**src/rtl/address_range_binary_search_defines.svh**
```systemverilog
// Assertion macros for the address range search block.
// Both macros disappear when SYNTHESIS is defined.
`ifndef ADDRESS_RANGE_BINARY_SEARCH_DEFINES_SVH
`define ADDRESS_RANGE_BINARY_SEARCH_DEFINES_SVH

`ifndef SYNTHESIS
// Clocked assertion that is disabled while the active-low reset is asserted.
`define ARBS_ASSERT(label, clk, rst_n, prop, msg) \
  label: assert property (@(posedge clk) disable iff (!(rst_n)) (prop)) else $error(msg);
// Clocked assertion that is also checked during reset.
`define ARBS_ASSERT_ALWAYS(label, clk, prop, msg) \
  label: assert property (@(posedge clk) (prop)) else $error(msg);
`else
`define ARBS_ASSERT(label, clk, rst_n, prop, msg)
`define ARBS_ASSERT_ALWAYS(label, clk, prop, msg)
`endif

`endif

```
**src/rtl/arbs_pkg.sv**
```systemverilog
package arbs_pkg;

  // Width of the entry-count register.
  localparam int unsigned CntW  = 9;
  // Width of an address, a range start and a range size.
  localparam int unsigned AddrW = 31;
  // Width of the entry index on the stream ports.
  localparam int unsigned IdxW  = 8;
  // Input tdata width, padded to whole bytes.
  localparam int unsigned InDataW = 104;

  // Kind of an input transaction, carried in tuser.
  typedef enum logic {
    ACT_WRITE  = 1'b0,
    ACT_LOOKUP = 1'b1
  } action_e;

  // One table entry as stored in the memory.
  typedef struct packed {
    logic [AddrW-1:0] size;
    logic [AddrW-1:0] start;
  } entry_t;

  // Status of the search sequencer.
  typedef struct packed {
    logic idle;
    logic probing;
    logic finishing;
  } status_t;

endpackage

```
**src/rtl/arbs_ctrl.sv**
```systemverilog
module arbs_ctrl import arbs_pkg::*; #(
  parameter int unsigned TABLE_DEPTH = 256,
  localparam int unsigned AW = $clog2(TABLE_DEPTH)
) (
  input  logic               clk_i,
  input  logic               rst_ni,
  input  logic [CntW-1:0]    entry_count_i,
  // Input stream.
  input  logic               s_axis_tvalid,
  output logic               s_axis_tready,
  // tdata: entry_index, entry_start, entry_size, lookup_address, zero padding.
  input  logic [InDataW-1:0] s_axis_tdata,
  // tuser: action.
  input  logic               s_axis_tuser,
  // Result stream.
  output logic               m_axis_tvalid,
  input  logic               m_axis_tready,
  // tdata: hit_index.
  output logic [IdxW-1:0]    m_axis_tdata,
  // tuser: hit.
  output logic               m_axis_tuser,
  // Table memory.
  output logic               mem_we_o,
  output logic [AW-1:0]      mem_waddr_o,
  output entry_t             mem_wdata_o,
  output logic               mem_re_o,
  output logic [AW-1:0]      mem_raddr_o,
  input  entry_t             mem_rdata_i,
  output status_t            status_o
);

  typedef enum logic [2:0] {
    ST_IDLE   = 3'b001,
    ST_PROBE  = 3'b010,
    ST_FINISH = 3'b100
  } state_e;

  state_e            state_q, state_d;
  logic [CntW-1:0]   lo_q, lo_d;
  logic [CntW-1:0]   hix_q, hix_d;
  logic [CntW-1:0]   mid_q, mid_d;
  logic [AddrW-1:0]  addr_q, addr_d;
  logic              res_hit_q, res_hit_d;
  logic [IdxW-1:0]   res_idx_q, res_idx_d;
  logic              out_valid_q, out_valid_d;
  logic              out_hit_q, out_hit_d;
  logic [IdxW-1:0]   out_idx_q, out_idx_d;

  logic              accept;
  action_e           in_action;
  logic [IdxW-1:0]   in_index;
  logic [AddrW-1:0]  in_start;
  logic [AddrW-1:0]  in_size;
  logic [AddrW-1:0]  in_addr;
  logic [CntW-1:0]   cnt_eff;
  logic [CntW-1:0]   init_mid;
  logic [AddrW:0]    end_addr;
  logic              go_left;
  logic              go_right;
  logic [CntW-1:0]   mid_left;
  logic [CntW-1:0]   mid_right;
  logic [CntW-1:0]   mid_p1;
  logic              left_more;
  logic              right_more;
  logic [CntW-1:0]   raddr;

  // Unpack the input transaction.
  assign in_action = action_e'(s_axis_tuser);
  assign in_index  = s_axis_tdata[7:0];
  assign in_start  = s_axis_tdata[38:8];
  assign in_size   = s_axis_tdata[69:39];
  assign in_addr   = s_axis_tdata[100:70];

  assign s_axis_tready = (state_q == ST_IDLE);
  assign accept        = s_axis_tvalid && s_axis_tready;

  // Entry writes go straight to the memory in the cycle they are accepted.
  assign mem_we_o          = accept && (in_action == ACT_WRITE)
                             && (32'(in_index) < TABLE_DEPTH);
  assign mem_waddr_o       = AW'(in_index);
  assign mem_wdata_o.start = in_start;
  assign mem_wdata_o.size  = in_size;

  // Clamp the count to the table depth; the first probe sits at its middle.
  assign cnt_eff  = (32'(entry_count_i) > TABLE_DEPTH) ? CntW'(TABLE_DEPTH)
                                                       : entry_count_i;
  assign init_mid = CntW'(((CntW+1)'(cnt_eff) - (CntW+1)'(1)) >> 1);

  // Compare the probed range against the address; the end is one bit wider.
  assign end_addr = {1'b0, mem_rdata_i.start} + {1'b0, mem_rdata_i.size};
  assign go_left  = addr_q < mem_rdata_i.start;
  assign go_right = !go_left && ({1'b0, addr_q} >= end_addr);

  // Both possible next midpoints are formed from registers in parallel.
  // The upper bound hix_q is exclusive, so the live interval is [lo_q, hix_q).
  assign mid_p1     = mid_q + CntW'(1);
  assign mid_left   = CntW'(((CntW+1)'(lo_q) + (CntW+1)'(mid_q) - (CntW+1)'(1)) >> 1);
  assign mid_right  = CntW'(((CntW+1)'(mid_q) + (CntW+1)'(hix_q)) >> 1);
  assign left_more  = lo_q < mid_q;
  assign right_more = mid_p1 < hix_q;

  // Read address and enable for the next probe.
  always_comb begin
    raddr    = init_mid;
    mem_re_o = 1'b0;
    case (state_q)
      ST_IDLE: begin
        raddr    = init_mid;
        mem_re_o = accept && (in_action == ACT_LOOKUP) && (cnt_eff != '0);
      end
      ST_PROBE: begin
        raddr    = go_left ? mid_left : mid_right;
        mem_re_o = (go_left && left_more) || (go_right && right_more);
      end
      default: begin
        raddr    = init_mid;
        mem_re_o = 1'b0;
      end
    endcase
  end

  assign mem_raddr_o = AW'(raddr);

  // Search sequencer and output register.
  always_comb begin
    state_d     = state_q;
    lo_d        = lo_q;
    hix_d       = hix_q;
    mid_d       = mid_q;
    addr_d      = addr_q;
    res_hit_d   = res_hit_q;
    res_idx_d   = res_idx_q;
    out_valid_d = out_valid_q && !m_axis_tready;
    out_hit_d   = out_hit_q;
    out_idx_d   = out_idx_q;

    case (state_q)
      ST_IDLE: begin
        if (accept && (in_action == ACT_LOOKUP)) begin
          lo_d      = '0;
          hix_d     = cnt_eff;
          mid_d     = init_mid;
          addr_d    = in_addr;
          res_hit_d = 1'b0;
          res_idx_d = '0;
          state_d   = (cnt_eff == '0) ? ST_FINISH : ST_PROBE;
        end
      end
      ST_PROBE: begin
        if (go_left) begin
          hix_d = mid_q;
          mid_d = mid_left;
          if (!left_more) begin
            state_d = ST_FINISH;
          end
        end else if (go_right) begin
          lo_d  = mid_p1;
          mid_d = mid_right;
          if (!right_more) begin
            state_d = ST_FINISH;
          end
        end else begin
          res_hit_d = 1'b1;
          res_idx_d = IdxW'(mid_q);
          state_d   = ST_FINISH;
        end
      end
      ST_FINISH: begin
        // Hand the result over once the output register is free.
        if (!out_valid_q || m_axis_tready) begin
          out_valid_d = 1'b1;
          out_hit_d   = res_hit_q;
          out_idx_d   = res_idx_q;
          state_d     = ST_IDLE;
        end
      end
      default: begin
        state_d = ST_IDLE;
      end
    endcase
  end

  always_ff @(posedge clk_i or negedge rst_ni) begin
    if (!rst_ni) begin
      state_q     <= ST_IDLE;
      out_valid_q <= 1'b0;
    end else begin
      state_q     <= state_d;
      out_valid_q <= out_valid_d;
    end
  end

  always_ff @(posedge clk_i) begin
    lo_q      <= lo_d;
    hix_q     <= hix_d;
    mid_q     <= mid_d;
    addr_q    <= addr_d;
    res_hit_q <= res_hit_d;
    res_idx_q <= res_idx_d;
    out_hit_q <= out_hit_d;
    out_idx_q <= out_idx_d;
  end

  assign m_axis_tvalid = out_valid_q;
  assign m_axis_tuser  = out_hit_q;
  assign m_axis_tdata  = out_idx_q;

  assign status_o.idle      = (state_q == ST_IDLE);
  assign status_o.probing   = (state_q == ST_PROBE);
  assign status_o.finishing = (state_q == ST_FINISH);

endmodule

```
**config.mk**
```make
export PLATFORM = sky130hd
export DESIGN_NAME = arbs_ctrl
export DESIGN_NICKNAME = d
export VERILOG_FILES = /design/src/rtl/address_range_binary_search_defines.svh /design/src/rtl/arbs_pkg.sv /design/src/rtl/arbs_ctrl.sv
export SDC_FILE = /design/constraint.sdc
export NUM_CORES = 1
export LEC_CHECK = 0
export ABC_AREA = 1
export BUFFER_PORTS_ARGS = -buffer_cell sky130_fd_sc_hd__buf_2
export CAP_MARGIN = 15
export CORE_ASPECT_RATIO = 0.75
export CORE_UTILIZATION = 45
export CTS_BUF_LIST = sky130_fd_sc_hd__clkbuf_16
export CTS_CLUSTER_DIAMETER = 150
export DETAILED_ROUTE_END_ITERATION = 10
export PLACE_DENSITY_LB_ADDON = 0.25
export SLEW_MARGIN = 20
export SYNTH_ARGS = -nofsm -noshare
export SYNTH_HDL_FRONTEND = slang
export SYNTH_SLANG_ARGS = --single-unit
```
**constraint.sdc**
```tcl
create_clock -name clk_i -period 4.9 [get_ports clk_i]
set_input_delay 0.98 -clock clk_i [delete_from_list [all_inputs] [get_ports clk_i]]
set_output_delay 0.98 -clock clk_i [all_outputs]
set_load 0.1 [all_outputs]
```
## Word level (Yosys, flattened, before mapping)

Index checks and enable logic that the tools add are counted.
Widths: inputs -> output; s select.

- Input port bits: 180
- Logic and storage cells: 90
- Register bits: 80

- Equality and inequality tests: 12
- Bitwise operators: 1
- Multiplexer cells: 33
- $add $sub $neg: 6
- $lt $le $gt $ge: 5
- Reductions and logical operators: 23

Operators by type and width:

| cell | number |
|---|---|
| $mux 9 | 9 |
| $pmux 9 s2 | 3 |
| $mux 8 | 5 |
| $add 31x31->32 | 1 |
| $ge 31x32->1 | 1 |
| $lt 31x31->1 | 1 |
| $mux 3 | 7 |
| $add 9x9->10 | 2 |
| $lt 9x9->1 | 2 |
| $pmux 8 s2 | 1 |
| $reduce_and 4->1 | 3 |
| $sub 10x1->10 const B | 1 |
| $sub 9x1->10 const B | 1 |
| $add 9x1->9 const B | 1 |
| $gt 9x9->1 const B | 1 |
| $logic_not 9->1 | 1 |
| $pmux 3 s3 | 1 |
| $reduce_bool 9->1 | 1 |
| $logic_and 1x1->1 | 8 |
| $ne 2x1->1 const B | 4 |
| $reduce_and 3->1 | 2 |
| $mux 1 | 5 |
| $ne 2x2->1 const B | 2 |
| $ne 4x4->1 const B | 1 |
| 11 further kinds | 16 |

## Longest topological paths before layout

- Depth in word-level cells: 6
- Depth in mapped cells: 21
- Gate-level depth less buffers: 21

## Least setup slack after synthesis

Ideal clock, no wire load.

- Kind: register to output
- Start point: register state_q[0]
- End point: output mem_re_o
- Required time: 3.920 ns
- Arrival time: 5.195 ns
- Stages on the path, launching flop included: 7
- Slack: -1.275 ns
- Path buffers: 0
- Cell sequence: dfstp_2 -> inv_1 -> nor3_2 -> inv_1 -> nor3_2 -> inv_1 -> o211ai_1

- Word-level cells in the longest chain between the ends: 5
- Elaborated cells between the ends (all ways): 6

RTL lines:

| item | RTL line | text |
|---|---|---|
| start, declared | arbs_ctrl.sv:38 | `state_e state_q, state_d;` |
| start signal, assigned | arbs_ctrl.sv:188 | `state_q <= state_d;` |
| $eq 3x1->1 * | arbs_ctrl.sv:74 | `assign s_axis_tready = (state_q == ST_IDLE);` |
| named net s_axis_tready | arbs_ctrl.sv:10 | `output logic s_axis_tready,` |
| $logic_and 1x1->1 | arbs_ctrl.sv:75 | `assign accept = s_axis_tvalid && s_axis_tready;` |
| $logic_and 1x1->1 (2 in series) | arbs_ctrl.sv:109 | `mem_re_o = accept && (in_action == ACT_LOOKUP) && (cnt_eff != '0);` |
| $pmux 1 s2 * | arbs_ctrl.sv:106 | `case (state_q)` |
| end, declared | arbs_ctrl.sv:26 | `output logic mem_re_o,` |

The timed path passes the listed nets; every way through them passes the cells marked *.

## Worst setup path in the final report

- Start point: input mem_rdata_i[34] (netlist name)
- End point: output mem_re_o

- Word-level cells in the longest chain between the ends: 6

RTL lines:

| item | RTL line | text |
|---|---|---|
| start, declared | arbs_ctrl.sv:28 | `input entry_t mem_rdata_i,` |
| $add 31x31->32 | arbs_ctrl.sv:90 | `assign end_addr = {1'b0, mem_rdata_i.start} + {1'b0, mem_rdata_i.size};` |
| $ge 31x32->1 | arbs_ctrl.sv:92 | `assign go_right = !go_left && ({1'b0, addr_q} >= end_addr);` |
| $logic_and 1x1->1 | arbs_ctrl.sv:92 |  |
| $logic_and 1x1->1 | arbs_ctrl.sv:113 | `mem_re_o = (go_left && left_more) \|\| (go_right && right_more);` |
| $logic_or 1x1->1 | arbs_ctrl.sv:113 |  |
| $pmux 1 s2 | arbs_ctrl.sv:106 |  |

Every way passes these cells.

==> run_results.csv <==
group,metric,value,unit
layout,nets,1478,
worst_setup_path,crit_fanout,4,
synth,synth_edf_count,76,
synth,synth_ff_type,"edfxtp_1",
worst_setup_path,crit_top_cell,"a21oi_4",
timing,rsz0062_at_grt,"yes",
layout,fin_cells,1409,
clocking,htreeDepth,3,
grt,gr-usage-all-layers,25.30,%
run_status,violations,"negative setup slack",
layout,syn2layout_area_growth,24.99,%
timing,setup_viol,1,
clocking,clkLatencyLatePin,350,ps
clocking,ctsLongestPathBuffers,2,
timing,fin_ws,-139.7,ps
min_path,hp-class,"register to register",
worst_setup_path,critical_path_buf_inv_count,5,
synth,synth.area.top_cells,"edfxtp_1 28%, ha_1 20%, buf_4 7.3%",
worst_setup_path,cp.arrival,4060,ps
timing,fin_crit_sh,102.9,%
drt,vias,7104,
worst_setup_path,crit_path_max_incr_delay,280,ps
die,dieArea,0.01878,sq mm
grt,grt_pass1_vias,6910,
worst_setup_path,reg2reg_from,"mid_q[1]",
flow_run,cap_violations,0,
timing,tightest_slew,686.3,ps
worst_setup_path,cp.required,3920,ps
synth,yosysWarnings,0,
timing,max_freq,0.1984,GHz
min_path,min_delay_path_depth,0,
worst_setup_path,cp_top_family,"compound AO/OA/AOI/OAI gates",
drt,drt_iter0_drc,494,
timing,period_minus_slack,5040,ps
synth,yosysSeqAreaShare,29.06,%
timing,slew_violations,0,
drt,postRouteAntennaNets,0,
synth,synth_seq_cells,80,
run_status,run_status,"complete, but fails checks",
placement,dp.cells,1378,
timing,hold_viol,0,
synth,yosysTopAreaCell,"edfxtp_1",
pwr,p_leak,5.043,nW
clocking,cts_buffers,9,
synth,synth.avg_cell_area,8.276,sq um
drt,vias_per_cell,5.042,
die,start_util,46.17,%
worst_setup_path,r2r_end,"mid_q[8]",
die,die_w,157.9,microns
min_path,hp-start,"res_idx_q[5]",
die,core_area,0.01776,sq mm
worst_setup_path,crit_path_cell_trace,"buf_2 -> ha_4 -> a21oi_4 -> o21ai_2 -> a21oi_4 -> o21ai_4 -> a21oi_4 -> o21ai_2 -> buf_4 -> buf_4 -> xnor2_2 -> ha_1 -> inv_1 -> nor3_1 -> a211oi_1 -> nand2_1 -> nand3_2 -> nand3_4 -> nand3_4 -> o211ai_1 -> clkbuf_16",
worst_setup_path,cp-start-kind,"input port",
synth,async_flop_share,5.000,%
timing,setup_tns,-139.7,ps
die,rows,42,
synth,netlist-cell-type-count,54,
timing,maxSlewHeadroom,54.20,%
drt,drc,0,
grt,grt_max_degree,33,
worst_setup_path,worstSetupPathType,"input port to primary output",
layout,drive_above_1_share,32.08,%
synth,syn_inst,991,
pwr,irDropWorstVdd,674.9,uV
worst_setup_path,r2r_slack,1820,ps
placement,hpwl,18640,microns
timing,fin_skew,8.467,ps
grt,antenna_found_initial,0,
die,ios,274,
drt,first_pass_iters,5,
clocking,clk_pin_slew_worst_paths,60,ps
layout,fin_util,57.71,%
clocking,hold_buffers,0,
drt,routed_wirelength,23280,microns
min_path,holdPathEnd,"m_axis_tdata[5]",
clocking,cts_tree,"done",
placement,place_area,0.009301,sq mm
layout,postLayoutCellArea,0.01025,sq mm
pwr,power_density,449.4,mW/mm^2
grt,grt_pass1_wl,35550,microns
placement,port-buffer-count,130,
worst_setup_path,rr_worst_depth,17,
die,die_height,118.9,microns
synth,synth_nets,1308,
worst_setup_path,end_kind,"primary output",
grt,globalRoute.totalOverflow,0,
drt,wl_per_cell,16.52,microns
clocking,cts_root_buf,"clkbuf_16",
synth,syn_area,0.008202,sq mm
placement,routabilityCongestion,0.9403,
timing,hold_ws,421.0,ps
synth,synth_top_area_share,27.83,%
clocking,clock_sinks,80,
worst_setup_path,crit_slowest_cell,"ha_1",
worst reg2reg max path, cell delays in order (launching register included):
cell	delay, ps
edfxtp_1	430
inv_1	210
ha_1	270
inv_1	90
ha_1	160
inv_1	50
fa_1	410
o21ai_0	290
nand2_1	130
nand2_1	90
a21oi_1	80
o21ai_0	160
a21oi_1	100
xnor2_1	130
nand2_1	60
nand2_1	50
nand2_1	80
nand2_1	50
area by class of cell:
| class | count | area, sq um |
|---|---|---|
| Sequential cell | 80 | 2384 |
| Multi-Input combinational cell | 665 | 5085 |
| Inverter | 162 | 610.6 |
| Antenna cell | 1 | 2.502 |
| Timing Repair Buffer | 243 | 1579 |
| Clock buffer | 9 | 225.2 |
| Clock inverter | 7 | 62.56 |
| Tap cell | 242 | 302.8 |
| Fill cell | 1644 | 7511 |
cell usage after synthesis, types with 3 or more instances:
cell type and count:
nor2_1 73, nor2_2 3, nor4_1 3, inv_2 4, o21ai_1 8, nand3_1 21
dfrtp_1 3, edfxtp_1 76, nand2_2 11, o211ai_1 5, xor2_1 32, xnor2_1 16
nand2_1 153, a21oi_2 8, o221ai_1 3, nor3_1 14, fa_1 3, inv_1 158
o21ai_0 28, nand4_1 14, o22ai_1 4, o21bai_1 11, a21oi_1 80, ha_1 134
buf_4 80, o21ai_2 4, a211oi_1 3, nor3_2 3
layer usage:
metal	GRT usage (%)	wire length [microns]	vias up
met2	37.31	9652	246
met4	8.070	509	0
met1	36.94	11410	3217
li1	-	-	3594
met3	4.694	1710	47
met5	0	0	-
cell usage in the layout, fill, tap and decap left out, types with 4 or more instances in the layout:
master	n
buf_2	120
ha_4	17
a21oi_4	4
xor2_1	32
o211ai_1	5
nor2_1	71
nor3_1	12
ha_1	115
o21ai_2	5
buf_6	8
nor2_2	4
nand2_4	4
xnor2_1	15
o21bai_1	11
a21oi_1	67
o22ai_1	4
inv_1	153
nand2_2	20
inv_2	9
nand2_1	140
buf_4	113
a21oi_2	17
clkbuf_16	10
nor3_4	4
nand4_1	14
edfxtp_1	76
o21ai_0	25
nand3_1	18
o21ai_1	10
registers in the layout, indices dropped and copies added (netlist names):
signal	count
addr_q	31
hix_q	9
lo_q	9
mid_q	9
m_axis_tdata	8
res_idx_q	8
state_q	3
m_axis_tuser	1
m_axis_tvalid	1
res_hit_q	1
stage by stage:
step                setup WS (ps)  total power (W)
floorplan                  -270.1         0.003307
global placement           -258.0         0.003724
detailed placement         -245.5         0.003765
CTS                        -197.0         0.004504
global route               -338.6         0.004969
finish                     -139.7         0.004606
logic make-up after synthesis:
group | count (synthesis) | share of synthesized area, %
AND/OR/NAND/NOR | 307 | 16.69
buffers and inverters | 246 | 15.03
AO/OA/AOI/OAI | 173 | 12.92
adder cells (fa/ha/maj) | 137 | 21.17
flip-flops | 80 | 29.06
XOR/XNOR | 48 | 5.126
power by group:
part | internal (W) | switching (W) | total [W]
Sequential | 0.00101 | 0.000122 | 0.00113
Combinational | 0.00100 | 0.00180 | 0.00280
Clock | 0.000391 | 0.000286 | 0.000676
Total | 0.00240 | 0.00220 | 0.00461
repair_timing:
| item | 4_1_cts | 5_1_grt |
|---|---|---|
| setup endpoints to repair | 1 | 1 |
| buffers inserted | 4 | 11 |
| resized for setup | 20 | 84 |
| pin swaps | 18 | 51 |
worst max path at each step:
stage / from / end / slack, ps / cells after the start
6_report: mem_rdata_i[34] / mem_re_o / -140 / 21
5_1_grt: mem_rdata_i[33] / mem_re_o / -340 / 22
4_1_cts: mem_rdata_i[0] / mem_re_o / -200 / 24
3_5_place_dp: mem_rdata_i[2] / mem_re_o / -250 / 22
3_3_place_gp: mem_rdata_i[10] / mem_re_o / -260 / 20
2_1_floorplan: state_q[0] / mem_re_o / -270 / 6
Note: power is estimated with default switching activity, not from simulation.
